## config.mk

```make
export PLATFORM = sky130hd
export DESIGN_NAME = spq_ctrl
export DESIGN_NICKNAME = d
export VERILOG_FILES = /design/src/hdl/spq_pkg.sv /design/src/hdl/spq_ctrl.sv
export SDC_FILE = /design/constraint.sdc
export NUM_CORES = 1
export LEC_CHECK = 0
export ABC_AREA = 0
export BUFFER_PORTS_ARGS = -buffer_cell sky130_fd_sc_hd__buf_2
export CAP_MARGIN = 20
export CELL_PAD_IN_SITES_DETAIL_PLACEMENT = 1
export CELL_PAD_IN_SITES_GLOBAL_PLACEMENT = 2
export CORE_AREA = 2 2 39 41
export CTS_BUF_LIST = sky130_fd_sc_hd__clkbuf_8
export DETAILED_ROUTE_END_ITERATION = 12
export DIE_AREA = 0 0 41 43
export PLACE_DENSITY_LB_ADDON = 0.1
export SYNTH_ARGS = -nofsm -noshare
export SYNTH_HDL_FRONTEND = slang
export SYNTH_SLANG_ARGS = --single-unit
```

## constraint.sdc

```tcl
create_clock -name i_clk -period 1.6 [get_ports i_clk]
set_clock_uncertainty 0.15 [all_clocks]
set_input_delay 0.08 -clock i_clk [delete_from_list [all_inputs] [get_ports i_clk]]
set_output_delay 0.08 -clock i_clk [all_outputs]
set_load 0.01 [all_outputs]
```

## src/hdl/spq_pkg.sv

```systemverilog
package spq_pkg;

    // default number of entries
    localparam int CAPACITY_DEF = 64;

    // field widths
    localparam int ID_W    = 16;
    localparam int PRIO_W  = 16;
    localparam int COUNT_W = 7;

    // operation codes
    typedef enum logic [1:0] {
        OP_INSERT  = 2'd0,
        OP_POP     = 2'd1,
        OP_UPGRADE = 2'd2,
        OP_CLEAR   = 2'd3
    } t_op;

    // result status codes
    typedef enum logic [1:0] {
        ST_OK       = 2'd0,
        ST_EMPTY    = 2'd1,
        ST_FULL     = 2'd2,
        ST_NOTLOWER = 2'd3
    } t_status;

    // controller states
    typedef enum logic [1:0] {
        S_IDLE,
        S_SCAN,
        S_APPLY
    } t_state;

    // request item
    typedef struct packed {
        t_op                       op;
        logic [ID_W-1:0]           patient_id;
        logic signed [PRIO_W-1:0]  priority_req;
    } t_in_item;

    // result item
    typedef struct packed {
        t_status                   status;
        logic [ID_W-1:0]           popped_id;
        logic [ID_W-1:0]           front_id;
        logic signed [PRIO_W-1:0]  front_priority;
        logic                      is_empty;
        logic [COUNT_W-1:0]        entry_count;
    } t_out_item;

    // controller to datapath
    typedef struct packed {
        logic accept;
        logic scan_step;
        logic apply;
    } t_dp_cmd;

    // datapath to controller
    typedef struct packed {
        logic scan_done;
        logic out_free;
    } t_dp_stat;

endpackage

```

## src/hdl/spq_ctrl.sv

```systemverilog
module spq_ctrl (
    input  logic              i_clk,
    input  logic              i_rst_n,
    input  logic              i_in_valid,
    input  spq_pkg::t_op      i_op,
    input  spq_pkg::t_dp_stat i_stat,
    output spq_pkg::t_dp_cmd  o_cmd,
    output logic              o_in_stall
);

    spq_pkg::t_state r_state;
    spq_pkg::t_state n_state;

    // state register
    always_ff @(posedge i_clk) begin
        if (!i_rst_n) begin
            r_state <= spq_pkg::S_IDLE;
        end else begin
            r_state <= n_state;
        end
    end

    // next state
    always_comb begin
        n_state = r_state;
        unique case (r_state)
            spq_pkg::S_IDLE: begin
                if (i_in_valid) begin
                    if (i_op == spq_pkg::OP_UPGRADE) begin
                        n_state = spq_pkg::S_SCAN;
                    end else begin
                        n_state = spq_pkg::S_APPLY;
                    end
                end
            end
            spq_pkg::S_SCAN: begin
                if (i_stat.scan_done) begin
                    n_state = spq_pkg::S_APPLY;
                end
            end
            spq_pkg::S_APPLY: begin
                if (i_stat.out_free) begin
                    n_state = spq_pkg::S_IDLE;
                end
            end
            default: begin
                n_state = spq_pkg::S_IDLE;
            end
        endcase
    end

    // command outputs
    always_comb begin
        o_cmd.accept    = 1'b0;
        o_cmd.scan_step = 1'b0;
        o_cmd.apply     = 1'b0;
        o_in_stall      = 1'b1;
        unique case (r_state)
            spq_pkg::S_IDLE: begin
                o_cmd.accept = i_in_valid;
                o_in_stall   = 1'b0;
            end
            spq_pkg::S_SCAN: begin
                o_cmd.scan_step = 1'b1;
            end
            spq_pkg::S_APPLY: begin
                o_cmd.apply = i_stat.out_free;
            end
            default: begin
                o_in_stall = 1'b1;
            end
        endcase
    end

endmodule

```

==> metrics.txt <==
FMAX 0.7497 GHz; CTS tree yes; Post-DRT Antenna Nets 0; PwrDens 1108 nW/um^2; initial antenna violation count 0; # Max-Cap Violations 0; clk slew on worst S/H paths 30 ps; crit path capture r_state[1]; Setup CP Type register to register; DIE AREA 1763 um^2; post-layout minimum cycle time 1334 ps; top cells by area in the synthesized netlist dfxtp_1, nor2b_1, inv_1; Sw Ratio 21.28%; vias in the first global route 181; CP max stage cell or3b_1; via-per-instance ratio 3.755; post-synth net total 24; core area 1384 um^2; # diodes 0; mapped cell area 137.6 um^2; Comb pwr share 15.6%; Clock power frac 66.2%; yosys warns 0; worst flop-to-flop path endpoint r_state[1]; Peak VDD IR 0.0004012 V; worst skew pair latency 210 ps; Sw Pwr 64.60 uW; Avg Cell Area, Syn 8.096 um^2; RSZ-0062 raised after global routing no; All-Layer GR Usage 7.007%; Final setup viols 0; area share of the largest cell type after synthesis 29.09%; CTS Hold Buffers Added 1; row count 14; critical path's largest stage delay 380 ps; starting density of the core 9.946%; cts repair resizes 0; Int Pwr 239.0 uW; Critical Path Start r_state[0]; Relative slew margins 81.65%; total power 303.6 uW; most frequent cells in the layout buf_2, inv_1, clkbuf_8; share of layout cells above drive strength 1 48.48%; Layout Nets 42; height of the die 43 um; Arrival @ worst endpoint 1290 ps; CTS Sinks 2; drt first pass iters 1; first-pass GRT wire length 696 um; register name with the most flops r_state; drt wl/cell 9.184 um; worst-margin pin slew 271.4 ps; CP Cell Sequence or2_4 > or3b_1 > o2111a_1; htree depth 1; period utilization 83.37%; DRT iter0 DRCs 0; Post-CTS Setup Repair Bufs 0; Seq cells post-synth 2; Reg2Reg Setup Slack 270 ps; vias 184; worst reg2reg path depth 3; fillcell total 176; CP Capture Type register; aggregate global routing overflow 0; Gate Count Post-Synth 17; register area share after synthesis 29.09%; Routed WL 450 um; largest area contributor in the synthesized netlist dfxtp_1; final hold violations 0; crit path max fanout 3; Leak 0.1564 nW; Max Root-Sink Buffers 2; CP required 1550 ps; Hold WC Path Type primary input to register; pin count of the biggest net entering global routing 7; Num CTS Buffers 3; final slew viol count 0; Non-Filler Instances 49; Yosys cell types 12; leading cell type in the layout, fill and taps excluded buf_2; Port Buf Inserts 10; Fin Setup TNS 0 ps; max reg flops 2; placed cell count 45; root buf cell clkbuf_8; Remaining DRCs 0; GP Congestion 0.5776; Largest regs r_state (2); sequential power share 18.1%; I/O pin count 11; Startpoint Class register; status finished, final reports clean; Layout area overhead 99.09%; Die X 41 um; Reg2Reg Launch Point r_state[0]
==> critical path: cells and delay by family, from the launching register on <==
family / cells / cell delay [ps]
flops: 1 / 300
compound gates: 1 / 140
simple gates: 2 / 630
==> synth_stat cells <==
master	number
nor4b_1	1
o211a_1	1
or2_4	1
mux2i_1	1
nand2_1	1
nor2b_1	2
inv_1	3
nor2_1	2
o21ai_0	1
or3b_1	1
dfxtp_1	2
o2111a_1	1
==> through the flow <==
step                      hold slack, ps  setup slack (ps)  util (%)  cell area (um^2)
after floorplan                    63.41             241.5         -             137.6
after global placement             183.1             264.3     16.09             222.7
after detailed placement           192.7             269.4     16.09             222.7
after CTS                          98.57             266.1     19.80             274.0
after global routing               108.9             231.9     19.80             274.0
final                              98.96             266.1     19.80             274.0
==> worst min path at each step <==
stage	startpoint	endpoint	slack, ps	depth (start not counted)
global route	i_op[0]	r_state[0]	110	3
finish	i_op[0]	r_state[0]	100	3
floorplan	i_rst_n	r_state[0]	60	1
detailed placement	i_rst_n	r_state[0]	190	2
CTS	i_op[0]	r_state[0]	100	3
global placement	i_rst_n	r_state[0]	180	2
==> power groups by stage <==
stage / Combinational [mW] / Sequential (mW) / Clock (mW)
after floorplan: 0.0218 / 0.0570 / 0
after global placement: 0.0470 / 0.0558 / 0
after detailed placement: 0.0467 / 0.0556 / 0
after CTS: 0.0487 / 0.0550 / 0.209
after global routing: 0.0531 / 0.0553 / 0.218
final: 0.0475 / 0.0550 / 0.201
==> per-layer routing <==
layer | global-route usage [%] | vias to the layer above | part of all wire, %
met5 | 0 | - | 0
met4 | 8.000 | 0 | 3.1
met3 | 6.283 | 2 | 14
met2 | 8.750 | 10 | 46
met1 | 5.732 | 82 | 36
li1 | - | 90 | -
==> final cells by class <==
type | instances | area [um^2] | share of cell area, %
inverters | 3 | 11.26 | 4.110
repair buffers | 13 | 75.07 | 27.40
multi-input cells | 12 | 86.33 | 31.51
flip-flops and latches | 2 | 40.04 | 14.61
clock buffers | 3 | 41.29 | 15.07
well taps | 16 | 20.02 | 7.306
==> cell families (layout without fill, tap and decap cells) <==
family | after synthesis | count (layout) | share of synthesized area [%]
simple gates | 8 | 8 | 36.37
compound gates | 3 | 3 | 19.09
buf+inv | 3 | 19 | 8.181
flops | 2 | 2 | 29.09
mux | 1 | 1 | 7.273
Note: power is estimated with default switching activity, not from simulation.
